## src/rtl/core/wtsc_pkg.sv

```systemverilog
// shared types, constants and helpers for the wavetable sound channel
`timescale 1ns / 1ps

package wtsc_pkg;

    localparam int WAVE_BYTES = 16;
    localparam int WAVE_AW = $clog2(WAVE_BYTES);

    localparam logic [2:0] ACT_PERIOD = 3'd0;
    localparam logic [2:0] ACT_LENGTH = 3'd1;
    localparam logic [2:0] ACT_WRITE = 3'd2;
    localparam logic [2:0] ACT_READ = 3'd3;
    localparam logic [2:0] ACT_OFF = 3'd4;

    localparam logic [5:0] REG_DAC = 6'd0;
    localparam logic [5:0] REG_LEN = 6'd1;
    localparam logic [5:0] REG_VOL = 6'd2;
    localparam logic [5:0] REG_FLO = 6'd3;
    localparam logic [5:0] REG_FHI = 6'd4;
    localparam logic [5:0] WAVE_BASE = 6'h16;
    localparam logic [5:0] WAVE_END = 6'(WAVE_BASE + WAVE_BYTES);

    localparam logic [12:0] TIMER_RESET = 13'd4096;
    localparam logic [8:0] LEN_FULL = 9'd256;
    localparam logic [7:0] READ_IDLE = 8'hFF;

    typedef enum logic [1:0] {
        SK_HOLD,
        SK_ZERO,
        SK_NIBBLE
    } sample_kind_t;

    typedef struct packed {
        logic              mem_we;
        logic              mem_re;
        logic [WAVE_AW-1:0] mem_addr;
        logic [7:0]        mem_wdata;
        sample_kind_t      kind;
        logic              nib_low;
        logic [1:0]        vol;
        logic              use_mem;
        logic [7:0]        rd;
    } req_t;

    function automatic logic [12:0] reload_of(input logic [10:0] freq);
        logic [11:0] diff;
        diff = 12'(12'h800 - {1'b0, freq});
        return {diff, 1'b0};
    endfunction

endpackage

```

## src/rtl/core/wavetable_sound_channel_top.sv

```systemverilog
// wavetable sound channel: control decode, wave store memory and output stage
// an accepted item is held in the memory stage register, then registered into the output register
// throughput: one item per cycle while the input is not stalled, set by the single read/write port of the wave store
// input stalls only while both the memory stage and the output register are full
// reset: asynchronous, clears control state (timer to TIMER_RESET) and sample to zero, wave store reads zero
`timescale 1ns / 1ps

module wavetable_sound_channel_top (
    input  logic       clk,
    input  logic       rst_n,
    input  logic       in_valid,
    output logic       in_stall,
    input  logic [2:0] action,
    input  logic [5:0] reg_index,
    input  logic [7:0] write_data,
    output logic       out_valid,
    input  logic       out_stall,
    output logic [7:0] read_data,
    output logic [3:0] sample
);
    import wtsc_pkg::*;

    req_t              req;
    logic              accept;
    logic              s1_adv;
    logic [7:0]        mem [WAVE_BYTES];
    logic [WAVE_BYTES-1:0] wv_reg;
    logic [7:0]        rdata_reg;
    logic              rv_reg;
    logic              s1_valid_reg;
    sample_kind_t      s1_kind_reg;
    logic              s1_nib_low_reg;
    logic [1:0]        s1_vol_reg;
    logic              s1_use_mem_reg;
    logic [7:0]        s1_rd_reg;
    logic              out_valid_reg;
    logic [7:0]        read_data_reg;
    logic [3:0]        sample_reg;
    logic [7:0]        wave_byte;
    logic [3:0]        nib;
    logic [3:0]        sample_next;

    assign in_stall = s1_valid_reg && out_valid_reg && out_stall;
    assign accept = in_valid && !in_stall;
    assign s1_adv = s1_valid_reg && (!out_valid_reg || !out_stall);

    wtsc_regs u_regs (
        .clk        (clk),
        .rst_n      (rst_n),
        .accept     (accept),
        .action     (action),
        .reg_index  (reg_index),
        .write_data (write_data),
        .req        (req)
    );

    always_ff @(posedge clk)
    begin
        if (req.mem_we)
        begin
            mem[req.mem_addr] <= req.mem_wdata;
        end
        if (req.mem_re)
        begin
            rdata_reg <= mem[req.mem_addr];
        end
    end

    always_ff @(posedge clk or negedge rst_n)
    begin
        if (!rst_n)
        begin
            wv_reg <= '0;
            rv_reg <= 1'b0;
        end
        else
        begin
            if (req.mem_we)
            begin
                wv_reg[req.mem_addr] <= 1'b1;
            end
            if (req.mem_re)
            begin
                rv_reg <= wv_reg[req.mem_addr];
            end
        end
    end

    assign wave_byte = rv_reg ? rdata_reg : 8'd0;
    assign nib = s1_nib_low_reg ? wave_byte[3:0] : wave_byte[7:4];

    always_comb
    begin
        case (s1_kind_reg)
            SK_ZERO: sample_next = 4'd0;
            SK_NIBBLE:
            begin
                if (s1_vol_reg == 2'd0)
                begin
                    sample_next = 4'd0;
                end
                else
                begin
                    sample_next = nib >> (s1_vol_reg - 2'd1);
                end
            end
            default: sample_next = sample_reg;
        endcase
    end

    always_ff @(posedge clk or negedge rst_n)
    begin
        if (!rst_n)
        begin
            s1_valid_reg <= 1'b0;
            out_valid_reg <= 1'b0;
            sample_reg <= 4'd0;
        end
        else
        begin
            if (accept)
            begin
                s1_valid_reg <= 1'b1;
            end
            else if (s1_adv)
            begin
                s1_valid_reg <= 1'b0;
            end
            if (s1_adv)
            begin
                out_valid_reg <= 1'b1;
                sample_reg <= sample_next;
            end
            else if (!out_stall)
            begin
                out_valid_reg <= 1'b0;
            end
        end
    end

    always_ff @(posedge clk)
    begin
        if (accept)
        begin
            s1_kind_reg <= req.kind;
            s1_nib_low_reg <= req.nib_low;
            s1_vol_reg <= req.vol;
            s1_use_mem_reg <= req.use_mem;
            s1_rd_reg <= req.rd;
        end
        if (s1_adv)
        begin
            read_data_reg <= s1_use_mem_reg ? wave_byte : s1_rd_reg;
        end
    end

    assign out_valid = out_valid_reg;
    assign read_data = read_data_reg;
    assign sample = sample_reg;

    a_stall_only_when_full: assert property (@(posedge clk) disable iff (!rst_n)
        in_stall |-> (s1_valid_reg && out_valid_reg))
        else $error("input stalled with a free stage");

    a_single_port: assert property (@(posedge clk) disable iff (!rst_n)
        !(req.mem_we && req.mem_re))
        else $error("wave store read and write in one cycle");

    a_rdata_held: assert property (@(posedge clk) disable iff (!rst_n)
        (s1_valid_reg && !s1_adv) |=> ($stable(rdata_reg) && $stable(rv_reg)))
        else $error("wave data changed under a held item");

    a_accept_fills_s1: assert property (@(posedge clk) disable iff (!rst_n)
        accept |=> s1_valid_reg)
        else $error("accepted item lost before memory stage");

endmodule

```

## src/rtl/core/wtsc_regs.sv

```systemverilog
// control registers, timers and request decode for one accepted item
`timescale 1ns / 1ps

module wtsc_regs (
    input  logic              clk,
    input  logic              rst_n,
    input  logic              accept,
    input  logic [2:0]        action,
    input  logic [5:0]        reg_index,
    input  logic [7:0]        write_data,
    output wtsc_pkg::req_t    req
);
    import wtsc_pkg::*;

    logic [12:0] timer_reg, timer_next;
    logic [10:0] freq_reg, freq_next;
    logic [4:0]  pos_reg, pos_next;
    logic        chan_reg, chan_next;
    logic        dac_reg, dac_next;
    logic [1:0]  vol_reg, vol_next;
    logic        len_on_reg, len_on_next;
    logic [8:0]  len_reg, len_next;
    logic [12:0] timer_dec;
    logic [5:0]  wave_off;
    logic        in_wave;

    assign timer_dec = timer_reg - 13'd1;
    assign wave_off = reg_index - WAVE_BASE;
    assign in_wave = (reg_index >= WAVE_BASE) && (reg_index < WAVE_END);

    always_comb
    begin
        timer_next = timer_reg;
        freq_next = freq_reg;
        pos_next = pos_reg;
        chan_next = chan_reg;
        dac_next = dac_reg;
        vol_next = vol_reg;
        len_on_next = len_on_reg;
        len_next = len_reg;
        req = '0;
        req.kind = SK_HOLD;
        req.rd = READ_IDLE;
        req.vol = vol_reg;
        if (accept)
        begin
            unique case (action)
                ACT_PERIOD:
                begin
                    if (timer_dec == 13'd0)
                    begin
                        timer_next = reload_of(freq_reg);
                        if (chan_reg && dac_reg)
                        begin
                            pos_next = pos_reg + 5'd1;
                            req.mem_re = 1'b1;
                            req.mem_addr = pos_next[4:1];
                            req.kind = SK_NIBBLE;
                            req.nib_low = pos_next[0];
                        end
                        else
                        begin
                            req.kind = SK_ZERO;
                        end
                    end
                    else
                    begin
                        timer_next = timer_dec;
                    end
                end
                ACT_LENGTH:
                begin
                    if (len_on_reg && (len_reg != 9'd0))
                    begin
                        len_next = len_reg - 9'd1;
                        if (len_next == 9'd0)
                        begin
                            chan_next = 1'b0;
                        end
                    end
                end
                ACT_WRITE:
                begin
                    unique case (reg_index)
                        REG_DAC: dac_next = write_data[7];
                        REG_LEN: len_next = LEN_FULL - {1'b0, write_data};
                        REG_VOL: vol_next = write_data[6:5];
                        REG_FLO: freq_next = {freq_reg[10:8], write_data};
                        REG_FHI:
                        begin
                            freq_next = {write_data[2:0], freq_reg[7:0]};
                            len_on_next = write_data[6];
                            if (write_data[7])
                            begin
                                chan_next = 1'b1;
                                timer_next = reload_of(freq_next);
                                pos_next = 5'd0;
                                if (len_reg == 9'd0)
                                begin
                                    len_next = LEN_FULL;
                                end
                            end
                        end
                        default:
                        begin
                            if (in_wave)
                            begin
                                req.mem_we = 1'b1;
                                req.mem_addr = wave_off[WAVE_AW-1:0];
                                req.mem_wdata = write_data;
                            end
                        end
                    endcase
                end
                ACT_READ:
                begin
                    unique case (reg_index)
                        REG_DAC: req.rd = {dac_reg, 7'h7F};
                        REG_VOL: req.rd = {1'b1, vol_reg, 5'h1F};
                        REG_FHI: req.rd = {1'b1, len_on_reg, 3'b111, freq_reg[10:8]};
                        default:
                        begin
                            if (in_wave)
                            begin
                                req.mem_re = 1'b1;
                                req.mem_addr = wave_off[WAVE_AW-1:0];
                                req.use_mem = 1'b1;
                            end
                        end
                    endcase
                end
                ACT_OFF:
                begin
                    timer_next = TIMER_RESET;
                    freq_next = 11'd0;
                    pos_next = 5'd0;
                    chan_next = 1'b0;
                    dac_next = 1'b0;
                    vol_next = 2'd0;
                    len_on_next = 1'b0;
                    len_next = 9'd0;
                    req.kind = SK_ZERO;
                end
                default:
                begin
                    req.kind = SK_HOLD;
                end
            endcase
        end
    end

    always_ff @(posedge clk or negedge rst_n)
    begin
        if (!rst_n)
        begin
            timer_reg <= TIMER_RESET;
            freq_reg <= 11'd0;
            pos_reg <= 5'd0;
            chan_reg <= 1'b0;
            dac_reg <= 1'b0;
            vol_reg <= 2'd0;
            len_on_reg <= 1'b0;
            len_reg <= 9'd0;
        end
        else
        begin
            timer_reg <= timer_next;
            freq_reg <= freq_next;
            pos_reg <= pos_next;
            chan_reg <= chan_next;
            dac_reg <= dac_next;
            vol_reg <= vol_next;
            len_on_reg <= len_on_next;
            len_reg <= len_next;
        end
    end

endmodule
```

## config.mk

```make
export PLATFORM = sky130hd
export DESIGN_NAME = wavetable_sound_channel_top
export DESIGN_NICKNAME = d
export VERILOG_FILES = /design/src/rtl/core/wtsc_pkg.sv /design/src/rtl/core/wavetable_sound_channel_top.sv /design/src/rtl/core/wtsc_regs.sv
export SDC_FILE = /design/constraint.sdc
export NUM_CORES = 1
export LEC_CHECK = 0
export BUFFER_PORTS_ARGS = -buffer_cell sky130_fd_sc_hd__clkbuf_2
export CAP_MARGIN = 20
export CORE_MARGIN = 2
export CORE_UTILIZATION = 30
export DETAILED_ROUTE_END_ITERATION = 7
export GPL_ROUTABILITY_DRIVEN = 0
export PLACE_DENSITY_LB_ADDON = 0.15
export SLEW_MARGIN = 20
export SYNTH_ARGS = -nofsm -noshare
export SYNTH_HDL_FRONTEND = slang
export SYNTH_SLANG_ARGS = --single-unit
```

## constraint.sdc

```tcl
create_clock -name clk -period 4.4 [get_ports clk]
set_input_delay 0.88 -clock clk [delete_from_list [all_inputs] [get_ports clk]]
set_output_delay 0.88 -clock clk [all_outputs]
set_load 0.03 [all_outputs]
```

==> impl_metrics.yaml, run 1 <==
drt:
  wl_per_cell_um: 20.76
  drtAntennaViolNets: 0
  drc: 0
  wirelength_um: 28400
  vias_per_cell: 5.165
  vias: 7066
  drtIter0Drc: 568
  dr.pass1.iters: 5
power_and_ir_drop:
  ir_worst_vdd_mv: 0.2366
  leakage_nw: 4.271
  pwr-share-comb_pct: 12.8
  clock_power_share_pct: 42.0
  switchingPower_mw: 1.507
  switching_share_pct: 26.90
  power.internal_mw: 4.096
  power.total_mw: 5.604
  seq_power_share_pct: 45.2
  power_density_nw_per_um2: 469.2
clocking:
  cts_tree: "built"
  post_cts_resized: 0
  clock_path_buffers: 3
  clkSinkCount: 222
  hold_buffers: 0
  clockRootBuffer: "clkbuf_16"
  cts_setup_buffers: 0
  clk_latency_ns: 0.54
  cts_buffers: 26
  clk_pin_slew_worst_paths_ns: 0.06
  h-tree-depth: 1
placed_design:
  dp_hpwl_um: 19070
  dp.cells: 1320
  port_buffers: 34
critical_path:
  crit_fanout: 36
  worstSetupPathType: "reg -> reg"
  cp.required_ns: 4.68
  critical_path.max_stage_delay_ns: 0.56
  cp_top_family: "simple AND/OR/NAND/NOR gates"
  start_kind: "register"
  cp_num_buf_inv: 2
  slowest_stage: "or4_1"
  path_cells: "inv_1 > ha_1 > or4b_1 > o22ai_2 > a22oi_4 > or4_1 > and3_1 > buf_12 > a222oi_1 > nor2_1 > or4_1"
  crit_path_end_kind: "register"
  crit_arrival_ns: 4.07
  critical_path.most_common_cell: "or4_1"
timing:
  post-route-period-util_pct: 86.20
  max_slew_margin_pct: 34.39
  worst_slew_pin_slew_ns: 0.9841
  fmax_mhz: 263.7
  fin_crit_ns: 3.793
  finalSetupViolCount: 0
  hold_slack_ns: 0.4534
  clock_skew_ns: 0.01062
  tns_ns: 0
  hold_viol: 0
  slew_violations: 0
  rsz0062_at_grt: "false"
hold_path:
  min-delay-path-class: "reg -> reg"
run:
  drv_cap: 0
synthesis:
  yosysTopAreaCellShare_pct: 46.27
  syn-cell-area_um2: 10120
  yosys.area.top_type: "edfxtp_1"
  syn_avg_cell_area_um2: 12.07
  ys_seq_elements: 222
  yosys-top-cells-area: "edfxtp_1 46%, dfrtp_1 16%, o21ai_0 2.9%, a22oi_1 2.7%, nor2_1 2.7%"
  yosys_warnings: 0
  ys_types: 72
  ys_seq_area_share_pct: 62.59
  syn_inst: 839
  synth-main-ff-cell: "edfxtp_1"
  synth_nets: 870
  synth_edf_count: 156
  async_reset_ff_share_pct: 29.73
grt:
  grt_usage_pct: 16.10
  grt_remaining_overflow: 0
  grt_pass1_wl_um: 43890
  antenna_found_initial: 0
  first_global_vias: 7075
  grt_max_degree: 67
finish:
  diodes: 0
  final_cell_mix: "156 x edfxtp_1, 72 x nor2_1, 65 x dfrtp_1"
  final_common_cell: "edfxtp_1"
  nets: 931
  layout-drive-gt1-share_pct: 17.83
  largest_register_ffs: 128
  stdcell_count: 1368
  area_growth_pct: 17.94
die:
  die_w_um: 187.7
  core_um2: 33360
  rows: 67
  ios: 35
  die_area_um2: 35240
  die_h_um: 187.7
  floorplan.initialDensity_pct: 30.35
status:
  status: "finished clean"
-- cells in the mapped netlist, drive strengths merged, types with 2 or more instances --
cell	number
a222oi	18
o22ai	9
and3	4
o21ai	61
clkbuf	23
or3	13
nor2b	2
nand4	5
xnor2	15
a31oi	4
nand3	31
or4	13
and2	10
nor2	73
o211ai	5
a21oi	39
nor4	9
mux2i	3
or4b	2
a32oi	10
ha	10
a211oi	2
xor2	7
nand2b	16
mux2	22
a22oi	37
nand2	46
a22o	6
nor3b	4
a32o	5
inv	36
o2111ai	2
edfxtp	156
dfrtp	65
or2	18
a21boi	2
buf	13
nor3	21
o31ai	5
-- power by group through the flow --
stage / Clock (mW) / Sequential [mW] / Combinational [mW]
floorplan: 0 / 2.53 / 0.524
global placement: 0 / 2.57 / 0.714
detailed placement: 0 / 2.57 / 0.716
CTS: 2.41 / 2.53 / 0.720
global route: 2.49 / 2.56 / 0.815
finish: 2.36 / 2.53 / 0.716
-- final cells by class --
| type | count | area (um^2) |
|---|---|---|
| clock buffer | 35 | 764.5 |
| sequential | 222 | 6337 |
| fill | 3328 | 21420 |
| inverter | 37 | 138.9 |
| multi-input combinational | 544 | 3492 |
| tap | 448 | 560.5 |
| clock inverter | 13 | 187.7 |
| timing repair buffer | 69 | 460.4 |
-- through the flow --
step,cell area [um^2],worst slack (ns),utilization (%)
final,11940,0.6073,35.79
after floorplan,10120,0.8082,-
after detailed placement,10980,0.5318,32.91
after CTS,11930,0.6373,35.76
after global placement,10980,0.5584,32.91
after global routing,11940,0.4184,35.79
-- final timing paths --
kind | start | slack [ns] | cells after the start | to
setup / recovery | u_regs.timer_reg[0] | 0.61 | 11 | rdata_reg[1]
hold / removal | wv_reg[7] | 0.45 | 1 | wv_reg[7]
setup reg to reg | u_regs.timer_reg[0] | 0.61 | 11 | rdata_reg[1]
hold reg to reg | wv_reg[7] | 0.45 | 1 | wv_reg[7]
max in group asynchronous | rst_n | 3.26 | 1 | s1_valid_reg
min in group asynchronous | rst_n | 0.50 | 1 | wv_reg[6]
-- worst reg2reg max path: stages (launching register included) --
cell      delay [ns]
dfrtp_1         0.41
inv_1           0.09
ha_1            0.28
or4b_1          0.50
o22ai_2         0.22
a22oi_4         0.11
or4_1           0.56
and3_1          0.24
buf_12          0.18
a222oi_1        0.41
nor2_1          0.06
or4_1           0.48
-- kinds of logic after synthesis --
kind of cell	after synthesis	synth area share, %
flops	222	62.59
buf+inv	73	3.114
simple gates	271	13.74
compound gates	216	14.59
xor+xnor	22	1.903
fa+ha+maj	10	1.236
mux	25	2.818
-- metal layers --
metal	up-vias	GRT usage [%]	part of all wire, %
li1	3332	-	-
met1	3526	22.81	48
met2	170	26.13	46
met3	38	2.171	4.5
met4	0	3.876	1.8
met5	-	0	0
Power figures use the tool's default switching activity.
==> run 2: changes to the inputs <==
--- a/config.mk
+++ b/config.mk
@@ -15,4 +15,5 @@
 export SLEW_MARGIN = 20
 export SYNTH_ARGS = -nofsm -noshare
 export SYNTH_HDL_FRONTEND = slang
+export SYNTH_HIERARCHICAL = 1
 export SYNTH_SLANG_ARGS = --single-unit
==> run 2 against run 1 <==
Against the previous run: worst setup slack got worse by 0.36 ns; clock-buffer cell count fell by 2; core utilization rose by 0.41 points; sequential power barely moved; wire length fell by 3.9%; register-to-register slack got worse by 0.36 ns; critical path depth rose by 1; worst hold slack improved by 0.0056 ns; first-iteration DRC count fell by 17%; highest routed layer unchanged.
==> impl_metrics.yaml, run 2 <==
timing:
  worst_slew_pin_slew_ns: 0.9400
  max_slew_margin_pct: 37.33
  hold_viol: 0
  clock_skew_ns: 0.01169
  finalSetupViolCount: 0
  rsz0062_at_grt: "false"
  fmax_mhz: 240.8
  tns_ns: 0
  slew_violations: 0
  fin_crit_ns: 4.153
  post-route-period-util_pct: 94.38
clocking:
  clockRootBuffer: "clkbuf_16"
  h-tree-depth: 1
  cts_buffers: 27
  hold_buffers: 0
  clkSinkCount: 224
  cts_tree: "built"
  clk_latency_ns: 0.56
  clk_pin_slew_worst_paths_ns: 0.06
  clock_path_buffers: 3
  cts_setup_buffers: 0
die:
  floorplan.initialDensity_pct: 30.51
  core_um2: 34540
  die_w_um: 191.4
  die_area_um2: 36650
  die_h_um: 191.4
  ios: 35
  rows: 68
grt:
  grt_max_degree: 67
  first_global_vias: 6860
  grt_usage_pct: 15.30
  grt_remaining_overflow: 0
  grt_pass1_wl_um: 42240
  antenna_found_initial: 0
drt:
  drc: 0
  dr.pass1.iters: 4
  drtIter0Drc: 471
  vias: 6659
  drtAntennaViolNets: 0
  vias_per_cell: 4.995
  wl_per_cell_um: 20.47
  wirelength_um: 27290
critical_path:
  cp-startpoint: "u_regs/timer_reg[1]"
  r2r-start: "u_regs/timer_reg[1]"
  cp.required_ns: 4.70
  r2r_setup_slack_ns: 0.25
  start_kind: "register"
  crit_fanout: 14
  crit_arrival_ns: 4.45
  rr_worst_depth: 12
  r2r-end: "rdata_reg[4]"
  worstSetupPathType: "reg -> reg"
  crit_path_end_kind: "register"
synthesis:
  yosysTopAreaCellShare_pct: 45.01
  ys_top_cells_by_count: "158 x edfxtp_1, 65 x dfrtp_1, 62 x nand2_1, 50 x o21ai_0, 49 x nor2_1"
  yosys_warnings: 6
  synth-main-ff-cell: "edfxtp_1"
  ys_seq_area_share_pct: 60.70
  syn_inst: 773
  yosys-top-cells-area: "edfxtp_1 45%, dfrtp_1 15%, mux4_2 5.6%, mux4_1 5.0%, o21ai_0 2.4%"
  synthMostInstantiatedCell: "edfxtp_1"
  syn_avg_cell_area_um2: 13.64
  ys_seq_elements: 224
  async_reset_ff_share_pct: 29.46
  yosys.area.top_type: "edfxtp_1"
  syn-cell-area_um2: 10540
  ys_types: 72
  synth_edf_count: 158
finish:
  final_common_cell: "edfxtp_1"
  largest_register_ffs: 128
  layout-drive-gt1-share_pct: 22.32
  area_growth_pct: 18.62
  diodes: 0
  nets: 889
  final_cell_mix: "158 x edfxtp_1, 64 x dfrtp_1, 62 x nand2_1"
power_and_ir_drop:
  power_density_nw_per_um2: 433.1
  clock_power_share_pct: 40.7
  switchingPower_mw: 1.443
  ir_worst_vdd_mv: 0.2697
  leakage_nw: 4.820
  seq_power_share_pct: 46.6
  power.internal_mw: 3.972
  switching_share_pct: 26.65
  pwr-share-comb_pct: 12.6
  power.total_mw: 5.415
placed_design:
  port_buffers: 34
  dp_hpwl_um: 18620
run:
  drv_cap: 0
status:
  status: "finished clean"
hold_path:
  min-delay-path-class: "in -> async"
run 2: metal layers:
metal  vias to the layer above  part of all wire [%]  global-route usage (%)
li1                       3143                     -                       -
met1                      3347                    47                   21.29
met2                       126                    47                   24.47
met3                        43                   4.2                   2.607
met4                         0                   2.2                   4.556
met5                         -                     0                       0
run 2: cell type report:
class | instances | area, um^2
clock inverter | 17 | 170.2
fill | 3410 | 22040
inverter | 30 | 112.6
sequential | 224 | 6399
timing repair buffer | 92 | 700.7
multi-input combinational | 482 | 3844
clock buffer | 33 | 708.2
tap | 455 | 569.3
run 2: worst max-delay path, stage by stage, from the launching register on:
cell     delay (ns)
dfrtp_2        0.46
inv_1          0.10
ha_1           0.18
or4b_1         0.47
o32ai_2        0.11
a22oi_1        0.13
or3_2          0.51
nor3_2         0.23
and2_1         0.22
a22o_4         0.23
buf_12         0.18
mux4_1         0.58
mux4_2         0.47
run 2: worst max path at each step:
| stage | slack [ns] | cells after the start | end |
|---|---|---|---|
| 3_3_place_gp | 0.20 | 12 | rdata_reg[4] |
| 3_5_place_dp | 0.09 | 12 | rdata_reg[4] |
| 5_1_grt | 0.02 | 12 | rdata_reg[4] |
| 6_report | 0.25 | 12 | rdata_reg[4] |
| 2_1_floorplan | 0.1 | 15 | rdata_reg[1] |
| 4_1_cts | 0.05 | 12 | rdata_reg[4] |
run 2: repair_timing:
action	CTS	global route
hold endpoints to repair	0	0
resized for setup	0	5
setup endpoints to repair	0	68
run 2: per-stage QoR:
step	setup WS [ns]	cell area (um^2)	utilization [%]	std cells	hold WS (ns)
5_1_grt	0.01745	12500	36.20	1333	0.4769
3_3_place_gp	0.2046	11570	33.49	1281	0.4470
2_1_floorplan	0.09899	10540	-	774	0.4337
6_report	0.2471	12500	36.20	1333	0.4590
4_1_cts	0.04949	12450	36.05	1332	0.4656
3_5_place_dp	0.09124	11570	33.51	1282	0.4515
run 2: power by group through the flow:
stage	combinational, mW	clock [mW]	sequential (mW)
floorplan	0.517	0	2.51
global placement	0.680	0	2.56
detailed placement	0.680	0	2.56
CTS	0.684	2.27	2.52
global route	0.777	2.36	2.55
finish	0.685	2.21	2.52
run 2: kinds of logic (layout without fill, tap and decap cells):
group / count (synthesis) / after routing / synth area share, %
AND/OR/NAND/NOR: 254 / 254 / 12.43
flip-flops: 224 / 224 / 60.70
AO/OA/AOI/OAI: 136 / 136 / 8.737
buffers and inverters: 68 / 172 / 3.431
multiplexers: 52 / 52 / 11.12
XOR/XNOR: 27 / 27 / 2.244
adder cells (fa/ha/maj): 11 / 11 / 1.306
other: 1 / 2 / 0.03558
